## config.mk

```make
export PLATFORM = sky130hd
export DESIGN_NAME = bss_accum
export DESIGN_NICKNAME = d
export VERILOG_FILES = /design/src/bss_pkg.sv /design/src/bss_accum.sv
export SDC_FILE = /design/constraint.sdc
export NUM_CORES = 1
export LEC_CHECK = 0
export BUFFER_PORTS_ARGS = -buffer_cell sky130_fd_sc_hd__buf_2
export CELL_PAD_IN_SITES_DETAIL_PLACEMENT = 1
export CELL_PAD_IN_SITES_GLOBAL_PLACEMENT = 1
export CORE_ASPECT_RATIO = 0.8
export CORE_MARGIN = 4
export CORE_UTILIZATION = 43
export DETAILED_ROUTE_END_ITERATION = 7
export PLACE_DENSITY_LB_ADDON = 0.1
export SLEW_MARGIN = 0
export SYNTH_ARGS = -nofsm -noshare
export SYNTH_HDL_FRONTEND = slang
export SYNTH_SLANG_ARGS = --single-unit
```

## constraint.sdc

```tcl
create_clock -name clk -period 14.46 [get_ports clk]
set_input_delay 1.446 -clock clk [delete_from_list [all_inputs] [get_ports clk]]
set_output_delay 1.446 -clock clk [all_outputs]
set_load 0.005 [all_outputs]
```

## src/bss_pkg.sv

```systemverilog
// Shared types, widths and codes for the sphere/box shell screen.
// No dependencies; imported by every module of the block.
package bss_pkg;

  localparam int COORD_WIDTH_DEF = 32;
  localparam int COUNT_WIDTH_DEF = 16;

  localparam int FIELD_W   = 32;  // coordinate field width on the bus
  localparam int GAP_W     = 32;  // per-axis gap that still squares into 64 bits
  localparam int SQ_W      = 64;  // Q32.32 squares and distances
  localparam int FUNCS_W   = 6;
  localparam int KEPT_W    = 16;
  localparam int CMD_W     = 2;
  localparam int STATUS_W  = 2;
  localparam int KIND_W    = 3;
  localparam int S_TDATA_W = 168;
  localparam int M_TDATA_W = 80;

  // request commands
  localparam logic [CMD_W-1:0] CMD_FIRST = 2'd0;
  localparam logic [CMD_W-1:0] CMD_MORE  = 2'd1;
  localparam logic [CMD_W-1:0] CMD_SHELL = 2'd2;
  localparam logic [CMD_W-1:0] CMD_NONE  = 2'd3;

  // result status
  localparam logic [STATUS_W-1:0] STATUS_POINT    = 2'd0;
  localparam logic [STATUS_W-1:0] STATUS_KEPT     = 2'd1;
  localparam logic [STATUS_W-1:0] STATUS_DROPPED  = 2'd2;
  localparam logic [STATUS_W-1:0] STATUS_NO_BATCH = 2'd3;

  // what the pipeline carries for each request after the box stage
  localparam logic [KIND_W-1:0] KIND_OPEN     = 3'd0;  // batch opened, count cleared
  localparam logic [KIND_W-1:0] KIND_WIDEN    = 3'd1;
  localparam logic [KIND_W-1:0] KIND_IDLE     = 3'd2;  // unused command
  localparam logic [KIND_W-1:0] KIND_SHELL    = 3'd3;
  localparam logic [KIND_W-1:0] KIND_NO_BATCH = 3'd4;

  typedef struct packed {
    logic               valid;
    logic [KIND_W-1:0]  kind;
    logic [2:0]         sat;    // z, y, x gap too wide to square
    logic [GAP_W-1:0]   gap_x;
    logic [GAP_W-1:0]   gap_y;
    logic [GAP_W-1:0]   gap_z;
    logic [SQ_W-1:0]    cutoff;
    logic [FUNCS_W-1:0] funcs;
  } gap_stage_t;

  typedef struct packed {
    logic               valid;
    logic [KIND_W-1:0]  kind;
    logic [SQ_W-1:0]    sq_x;
    logic [SQ_W-1:0]    sq_y;
    logic [SQ_W-1:0]    sq_z;
    logic [SQ_W-1:0]    cutoff;
    logic [FUNCS_W-1:0] funcs;
  } sq_stage_t;

endpackage

```

## src/bss_accum.sv

```systemverilog
// Distance sum, cutoff compare, kept-function total and result register.
// Depends on bss_pkg.
module bss_accum #(
  parameter int COUNT_WIDTH = bss_pkg::COUNT_WIDTH_DEF
) (
  input  logic                          clk,
  input  logic                          rst,
  input  logic                          enable,
  input  bss_pkg::sq_stage_t            sq,
  output logic                          out_valid,
  output logic [bss_pkg::STATUS_W-1:0]  status,
  output logic [bss_pkg::KEPT_W-1:0]    kept_funcs,
  output logic [bss_pkg::SQ_W-1:0]      dist_sq
);
  import bss_pkg::*;

  logic [SQ_W:0]          s1, s2;
  logic [SQ_W-1:0]        p1, dist_c;
  logic                   kept;
  logic [COUNT_WIDTH:0]   tsum;
  logic [COUNT_WIDTH-1:0] func_total, func_total_next;
  logic [STATUS_W-1:0]    status_c;
  logic [SQ_W-1:0]        dist_out;
  logic                   fire;

  assign fire   = enable && sq.valid;
  assign s1     = {1'b0, sq.sq_x} + {1'b0, sq.sq_y};
  assign p1     = s1[SQ_W] ? '1 : s1[SQ_W-1:0];
  assign s2     = {1'b0, p1} + {1'b0, sq.sq_z};
  assign dist_c = s2[SQ_W] ? '1 : s2[SQ_W-1:0];
  assign kept   = dist_c < sq.cutoff;
  assign tsum   = {1'b0, func_total} + (COUNT_WIDTH + 1)'(sq.funcs);

  always_comb begin
    func_total_next = func_total;
    status_c = STATUS_POINT;
    dist_out = '0;
    unique case (sq.kind)
      KIND_OPEN: begin
        func_total_next = '0;
      end
      KIND_SHELL: begin
        dist_out = dist_c;
        if (kept) begin
          status_c = STATUS_KEPT;
          func_total_next = tsum[COUNT_WIDTH] ? '1 : tsum[COUNT_WIDTH-1:0];
        end else begin
          status_c = STATUS_DROPPED;
        end
      end
      KIND_NO_BATCH: begin
        status_c = STATUS_NO_BATCH;
      end
      default: begin
        status_c = STATUS_POINT;
      end
    endcase
  end

  always_ff @(posedge clk) begin
    if (rst) begin
      func_total <= '0;
      out_valid <= 1'b0;
    end else if (enable) begin
      out_valid <= sq.valid;
      if (sq.valid) begin
        func_total <= func_total_next;
      end
    end
  end

  always_ff @(posedge clk) begin
    if (enable) begin
      status     <= status_c;
      kept_funcs <= KEPT_W'(func_total_next);
      dist_sq    <= dist_out;
    end
  end

  a_point_dist_zero: assert property (@(posedge clk) disable iff (rst)
    out_valid && (status == STATUS_POINT || status == STATUS_NO_BATCH) |-> dist_sq == '0)
    else $error("nonzero distance on a point or orphan shell");

  a_total_monotonic: assert property (@(posedge clk) disable iff (rst)
    !$past(rst) && $past(fire) && $past(sq.kind) != KIND_OPEN
      |-> func_total >= $past(func_total))
    else $error("kept total fell without a new batch");

endmodule

```

==> flow_metrics.py, run 1 <==
metrics = {
    "cts": {
        "cts_resized": 0,
        "hold_buffers": 0,
        "cts_root_buffer": "clkbuf_16",
        "clk_pin_slew_ns": 0.08,
        "cts_buffers": 9,
        "htreeDepth": 3,
        "clock_path_buffers": 2,
        "insertion_delay_ns": 0.37,
        "cts_setup_buffers": 0,
        "clock-sinks": 99,
        "cts_tree": "built",
    },
    "place": {
        "portBuffers": 351,
        "dp_cells": 2486,
        "place_congestion": 0.9476,
        "dp_hpwl_mm": 44.05,
    },
    "global_route": {
        "antenna_found_initial": 0,
        "grt_pass1_vias": 14770,
        "grt_start_max_net_pins": 66,
        "grt_pass1_wl_mm": 80.94,
        "grt-ovfl-total": 0,
        "globalRouteTotalUtil_pct": 28.01,
    },
    "worst_hold_path": {
        "hold_end": "func_total[3]",
        "whs_path_depth": 1,
        "min_from": "func_total[3]",
        "hp-class": "reg2reg",
    },
    "layout": {
        "post_layout_nonfiller_instances": 2502,
        "area_growth_pct": 16.70,
        "nFillCells": 4057,
        "drive_gt1_share_pct": 19.98,
        "nNetsFinal": 2546,
        "diodes": 0,
    },
    "drt": {
        "drc": 0,
        "drtPass1Iterations": 7,
        "viasPerCell": 5.863,
        "first_iter_violations": 860,
        "ant_nets": 0,
        "avgRoutedWirePerCell_um": 20.81,
        "wirelength_mm": 52.07,
        "num_vias": 14670,
    },
    "yosys": {
        "syn_area_um2": 13920,
        "synth-main-ff-cell": "edfxtp_1",
        "synth_top_area_cell": "ha_1",
        "syn-mean-instance-area_um2": 7.792,
        "yosysSeqAreaShare_pct": 20.14,
        "yosysWarnings": 0,
        "yosysUniqueCellTypes": 84,
        "ys_async_sr_fraction_pct": 0,
        "syn_inst": 1786,
        "synth-seq-cells": 99,
        "syn-num-nets": 2255,
        "synth-edff-count": 82,
        "synth_top_area_share_pct": 17.71,
        "synth_area_leaders": "ha_1 (18%), edfxtp_1 (18%), a21oi_1 (5.7%)",
    },
    "sta": {
        "rsz0062_at_grt": "false",
        "timing.final.crit_share_pct": 82.01,
        "slew_headroom_pct": 26.17,
        "skew_ns": 0.008659,
        "fin_crit_ns": 11.86,
        "max_freq_mhz": 84.33,
        "slew_viol_final": 0,
        "fin_setup_tns_ns": 0,
        "setup_viol": 0,
        "tightest_slew_ns": 1.107,
        "final_hold_viol_count": 0,
    },
    "floorplanning": {
        "pin_count": 352,
        "start_util_pct": 43.99,
        "die-height_um": 168.9,
        "die-area_um2": 35330,
        "die_x_um": 209.1,
        "rows": 58,
        "core_um2": 31640,
    },
    "run_status": {
        "outcome": "finished clean",
    },
    "critical_path": {
        "critPathMaxStageDelay_ns": 0.90,
        "critPathCaptureType": "flip-flop",
        "crit_buf_inv": 4,
        "worst_r2r_endpoint": "func_total[9]",
        "startpoint_type": "input pin",
        "crit_arrival_ns": 11.97,
        "path_max_fanout": 65,
        "cpMaxStageDelayCell": "o21ai_2",
        "r2r-start": "func_total[0]",
        "critPathKind": "in2reg",
        "rrSetupSlack_ns": 11.06,
        "crit_family": "compound AO/OA/AOI/OAI gates",
        "r2r_cells": 13,
        "cp.required_ns": 14.57,
    },
    "pwr": {
        "worst_ir_drop_vdd_uv": 63.58,
        "leakagePower_nw": 7.568,
        "p_per_area_nw_per_um2": 110.2,
    },
    "flow_run": {
        "drv_cap": 0,
    },
}
-- kinds of logic (layout without fill, tap and decap cells) --
family,Yosys count,count (layout),share of synthesized area (%)
AOI/OAI and AO/OA,592,592,28.24
xor gates and xnor gates,115,115,7.237
and+or+nand+nor,586,586,20.53
DFF,99,99,20.14
adders and majority gates,200,200,18.14
muxes,4,4,0.2877
buffers and inverters,190,486,5.421
-- final cells by class --
type	count	area, um^2	share of cell area, %
clock inverter	7	88.84	0.5470
inverter	113	424.2	2.612
clock buffer	9	225.2	1.387
tap	420	525.5	3.236
sequential	99	2803	17.26
timing repair buffer	357	1804	11.11
multi-input combinational	1497	10370	63.85
-- placed cells by master (no fill, tap or decap), drive strengths merged, types with 45 or more instances in the layout --
cell type  Yosys  routed
nor2         105     105
nand2b        45      45
xnor2         66      66
nand3         51      51
o21ai        107     107
a21oi        160     160
edfxtp        82      82
ha           197     197
a21o          70      70
nand2        199     199
and2          47      47
buf           22     357
xor2          49      49
inv          113     117
-- registers in the layout, summed over array words and instances (netlist names) --
register / count
dist_sq: 64
func_total: 16
kept_funcs: 16
out_valid: 1
status: 2
-- metal layers --
metal | wire (um) | track usage, % | part of all wire (%)
met1 | 24830 | 40.57 | 48
met5 | 0 | 0 | 0
met4 | 977 | 6.098 | 1.9
met3 | 2653 | 2.613 | 5.1
met2 | 23620 | 45.58 | 45
-- report_power, final --
group,total [mW],internal (mW),switching [mW]
clock network,0.255,0.125,0.130
logic,1.19,0.461,0.726
registers,0.346,0.335,0.0111
-- per-stage QoR --
stage                     total power, mW  setup slack (ns)  hold WS, ns  cell area (um^2)  util (%)
after floorplan                     1.166             5.600       0.4585             13920         -
after global placement              1.481             2.745       0.4564             15930     50.34
after detailed placement            1.518             2.458       0.4873             15930     50.34
after CTS                           1.778             2.808       0.4985             16240     51.33
after global routing                1.934             1.795       0.5231             16240     51.33
final                               1.789             2.601       0.4958             16240     51.33
-- worst max-delay path by stage --
stage	from	endpoint	slack [ns]	depth (start not counted)
final	sq[134]	kept_funcs[10]	2.60	35
after global routing	sq[134]	kept_funcs[10]	1.80	35
after CTS	sq[134]	kept_funcs[10]	2.81	35
after detailed placement	sq[134]	kept_funcs[10]	2.46	35
after global placement	sq[134]	kept_funcs[10]	2.74	35
after floorplan	sq[134]	kept_funcs[10]	5.60	38
-- synthesized netlist by cell type (4+ instances only) --
cell type and instances:
o21a_1 38, o2bb2ai_1 15, o21ai_1 15, a21oi_1 159, nor4_1 5, a311oi_1 7, a221oi_1 4, xnor2_1 66
nand4_1 42, buf_1 4, nor3_1 31, or3_1 5, o31a_1 4, nor2_1 105, edfxtp_1 82, nor2b_1 11
nand2b_1 45, a211o_1 10, a211oi_1 23, a31oi_1 29, and4_1 5, clkbuf_1 55, buf_2 12, a31o_2 9
a41oi_1 6, o31ai_1 8, a21boi_0 9, a221o_1 4, inv_1 112, a2111oi_0 6, and2_1 44, buf_4 5
or2_2 15, and3_1 12, ha_1 197, o21ai_0 92, xor2_1 49, a21o_1 70, dfxtp_1 17, o21bai_1 27
mux2i_1 4, nand2_1 199, o211ai_1 22, nand3_1 50
Note: power is estimated with default switching activity, not from simulation.
==> inputs of run 2 (changes only) <==
ABC_AREA = 1   (was unset)
CORE_UTILIZATION = 35   (was 43)
clock period = 10.2 ns   (was 14.46 ns; I/O delays follow)
==> flow_metrics.py, run 2 <==
metrics = {
    "place": {
        "portBuffers": 351,
        "place_congestion": 0.9664,
        "dp_hpwl_mm": 53.01,
    },
    "yosys": {
        "syn_inst": 2299,
        "syn_area_um2": 14790,
        "synth_top_area_cell": "ha_1",
        "synth_top_area_share_pct": 16.66,
        "yosysMostFrequentCell": "nand2_1",
        "syn-mean-instance-area_um2": 6.435,
        "synth_area_leaders": "ha_1 (17%), edfxtp_1 (17%), nand2_1 (12%)",
        "yosysWarnings": 0,
        "synth-main-ff-cell": "edfxtp_1",
        "synth-seq-cells": 99,
        "yosysUniqueCellTypes": 62,
        "yosysSeqAreaShare_pct": 18.94,
        "synth_common_cells": "nand2_1 (491), inv_1 (426), a21oi_1 (242), nor2_1 (198), ha_1 (197)",
        "syn-num-nets": 2768,
        "ys_async_sr_fraction_pct": 0,
        "synth-edff-count": 82,
    },
    "layout": {
        "largestRegisters": "dist_sq x64, func_total x16, kept_funcs x16",
        "regMostFlops": "dist_sq",
        "drive_gt1_share_pct": 18.62,
        "multi_input_area_um2": 10220,
        "seqCellArea_um2": 2803,
        "area_growth_pct": 17.94,
        "nNetsFinal": 3107,
        "final_cell_mix": "nand2_1 (491), inv_1 (425), buf_2 (350), a21oi_1 (242), nor2_1 (198)",
        "nFillCells": 5664,
        "largest_register_ffs": 64,
        "fin_util_pct": 41.71,
        "final_common_cell": "nand2_1",
    },
    "floorplanning": {
        "pin_count": 352,
        "die-area_um2": 45640,
        "rows": 67,
        "core_um2": 41830,
        "start_util_pct": 35.37,
        "die_x_um": 237.9,
        "die-height_um": 191.9,
    },
    "cts": {
        "cts_root_buffer": "clkbuf_16",
        "cts_buffers": 9,
        "clock-sinks": 99,
        "clock_path_buffers": 2,
        "cts_tree": "built",
        "hold_buffers": 0,
        "cts_setup_buffers": 0,
        "htreeDepth": 3,
        "insertion_delay_ns": 0.37,
        "clk_pin_slew_ns": 0.08,
    },
    "pwr": {
        "worst_ir_drop_vdd_uv": 91.49,
        "leakagePower_nw": 9.101,
        "p_int_mw": 1.181,
        "p_sw_mw": 1.174,
        "combPwrFrac_pct": 64.1,
        "clkPwrFrac_pct": 14.9,
        "p_per_area_nw_per_um2": 135.0,
        "p_seq_share_pct": 20.9,
        "netSwitchingFraction_pct": 49.84,
    },
    "critical_path": {
        "critPathCaptureType": "flip-flop",
        "critPathKind": "in2reg",
        "cpMaxStageDelayCell": "o21ai_0",
        "crit_family": "simple AND/OR/NAND/NOR gates",
        "r2r_cells": 13,
        "cp.required_ns": 10.52,
        "crit_arrival_ns": 9.52,
        "r2r-start": "func_total[0]",
        "crit_top_cell": "nand2_1",
        "crit_buf_inv": 5,
        "worst_r2r_endpoint": "func_total[0]",
        "critPathMaxStageDelay_ns": 0.58,
        "startpoint_type": "input pin",
        "rrSetupSlack_ns": 6.57,
        "path_max_fanout": 15,
    },
    "flow_run": {
        "drv_cap": 0,
    },
    "drt": {
        "avgRoutedWirePerCell_um": 18.91,
        "drtPass1Iterations": 5,
        "num_vias": 16660,
        "wirelength_mm": 60.43,
        "ant_nets": 0,
        "viasPerCell": 5.212,
        "first_iter_violations": 904,
        "drc": 0,
    },
    "global_route": {
        "grt-ovfl-total": 0,
        "globalRouteTotalUtil_pct": 25.61,
        "grt_pass1_wl_mm": 92.78,
        "grt_pass1_vias": 17280,
        "grt_start_max_net_pins": 62,
        "antenna_found_initial": 3,
    },
    "sta": {
        "fin_setup_tns_ns": 0,
        "slew_viol_final": 0,
        "skew_ns": 0.009658,
        "fin_crit_ns": 9.203,
        "slew_headroom_pct": 6.612,
        "max_freq_mhz": 108.7,
        "rsz0062_at_grt": "false",
        "tightest_slew_ns": 1.401,
        "timing.final.crit_share_pct": 90.23,
        "setup_viol": 0,
        "final_hold_viol_count": 0,
    },
    "worst_hold_path": {
        "hp-class": "reg2reg",
        "min_from": "out_valid",
        "hold_end": "out_valid",
        "whs_path_depth": 2,
    },
    "run_status": {
        "outcome": "finished clean",
    },
}
[run 2: cell types whose count changed in the layout (fill, tap and decap cells not counted), moves of 21 or more]
cell,delta
a21o_1,-62
a21oi_1,+83
a31oi_1,+55
and2_1,-43
inv_1,+313
nand2_1,+292
nand2b_1,-45
nand3_1,+75
nor2_1,+94
o21a_1,-27
o21bai_1,-21
or2_2,+32
xnor2_1,-53
[run 2: power by group through the flow]
stage	registers, mW	logic, mW	clock network (mW)
after floorplan	0.502	1.02	0
after global placement	0.502	1.46	0
after detailed placement	0.502	1.51	0
after CTS	0.493	1.52	0.362
after global routing	0.496	1.71	0.379
final	0.493	1.51	0.352
[run 2: per-stage QoR]
step	worst slack [ns]	power, mW	hold WS, ns	std cells	area, um^2
floorplan	2.570	1.523	0.4552	2299	14790
global placement	0.7563	1.967	0.4493	3179	17150
detailed placement	0.4714	2.009	0.4659	3179	17150
CTS	0.8284	2.370	0.4799	3195	17440
global route	0.1020	2.589	0.5044	3196	17450
finish	0.9969	2.355	0.4818	3196	17450
[run 2: worst reg2reg max path, cell delays in order (launching register included)]
cell	delay, ns
dfxtp_1	0.40
ha_1	0.19
inv_1	0.05
fa_1	0.40
o21ai_1	0.24
a21oi_1	0.11
o21ai_1	0.31
nand2_1	0.17
nor4_1	1.03
or2_2	0.26
nand4_1	0.13
nand3_2	0.15
nor2_1	0.05
nor2_1	0.08
[run 2: cell families (layout without fill, tap and decap cells)]
logic type      Yosys count  count (layout)  share of synthesized area (%)
compound gates          527             527                          20.65
xor+xnor                 46              46                          2.723
fa+ha+maj               200             200                          17.07
buf+inv                 462             806                          12.11
flops                    99              99                          18.94
other cells               0               1                              0
simple gates            965             965                          28.50
[run 2: how the worst max path moves through the flow]
| stage | start | endpoint | slack [ns] | cells after the start |
|---|---|---|---|---|
| floorplan | sq[134] | kept_funcs[10] | 2.57 | 52 |
| global placement | sq[134] | func_total[14] | 0.76 | 50 |
| detailed placement | sq[134] | func_total[15] | 0.47 | 51 |
| CTS | sq[134] | func_total[15] | 0.83 | 51 |
| global route | sq[134] | func_total[14] | 0.10 | 51 |
| finish | sq[134] | func_total[15] | 1.0 | 51 |
[run 2: cell type report]
type                       instances  share of cell area (%)
multi-input combinational       1738                   58.57
inverter                         430                   9.251
sequential                        99                   16.06
antenna                            1                 0.01434
timing repair buffer             360                   10.47
clock buffer                       9                   1.291
tap                              552                   3.958
clock inverter                     7                  0.3872
[run 2: metal layers]
layer	routed length, um	track usage (%)	vias up
met2	29920	47.09	350
met1	26470	32.09	7894
met4	1067	4.310	4
met3	2945	4.077	56
li1	-	-	8352
met5	22	0	-
[run 2: repair_timing]
item | 4_1_cts | 5_1_grt
endpoints found under the hold margin | 0 | 0
endpoints found under the setup margin | 0 | 22
gates resized for setup | 0 | 1
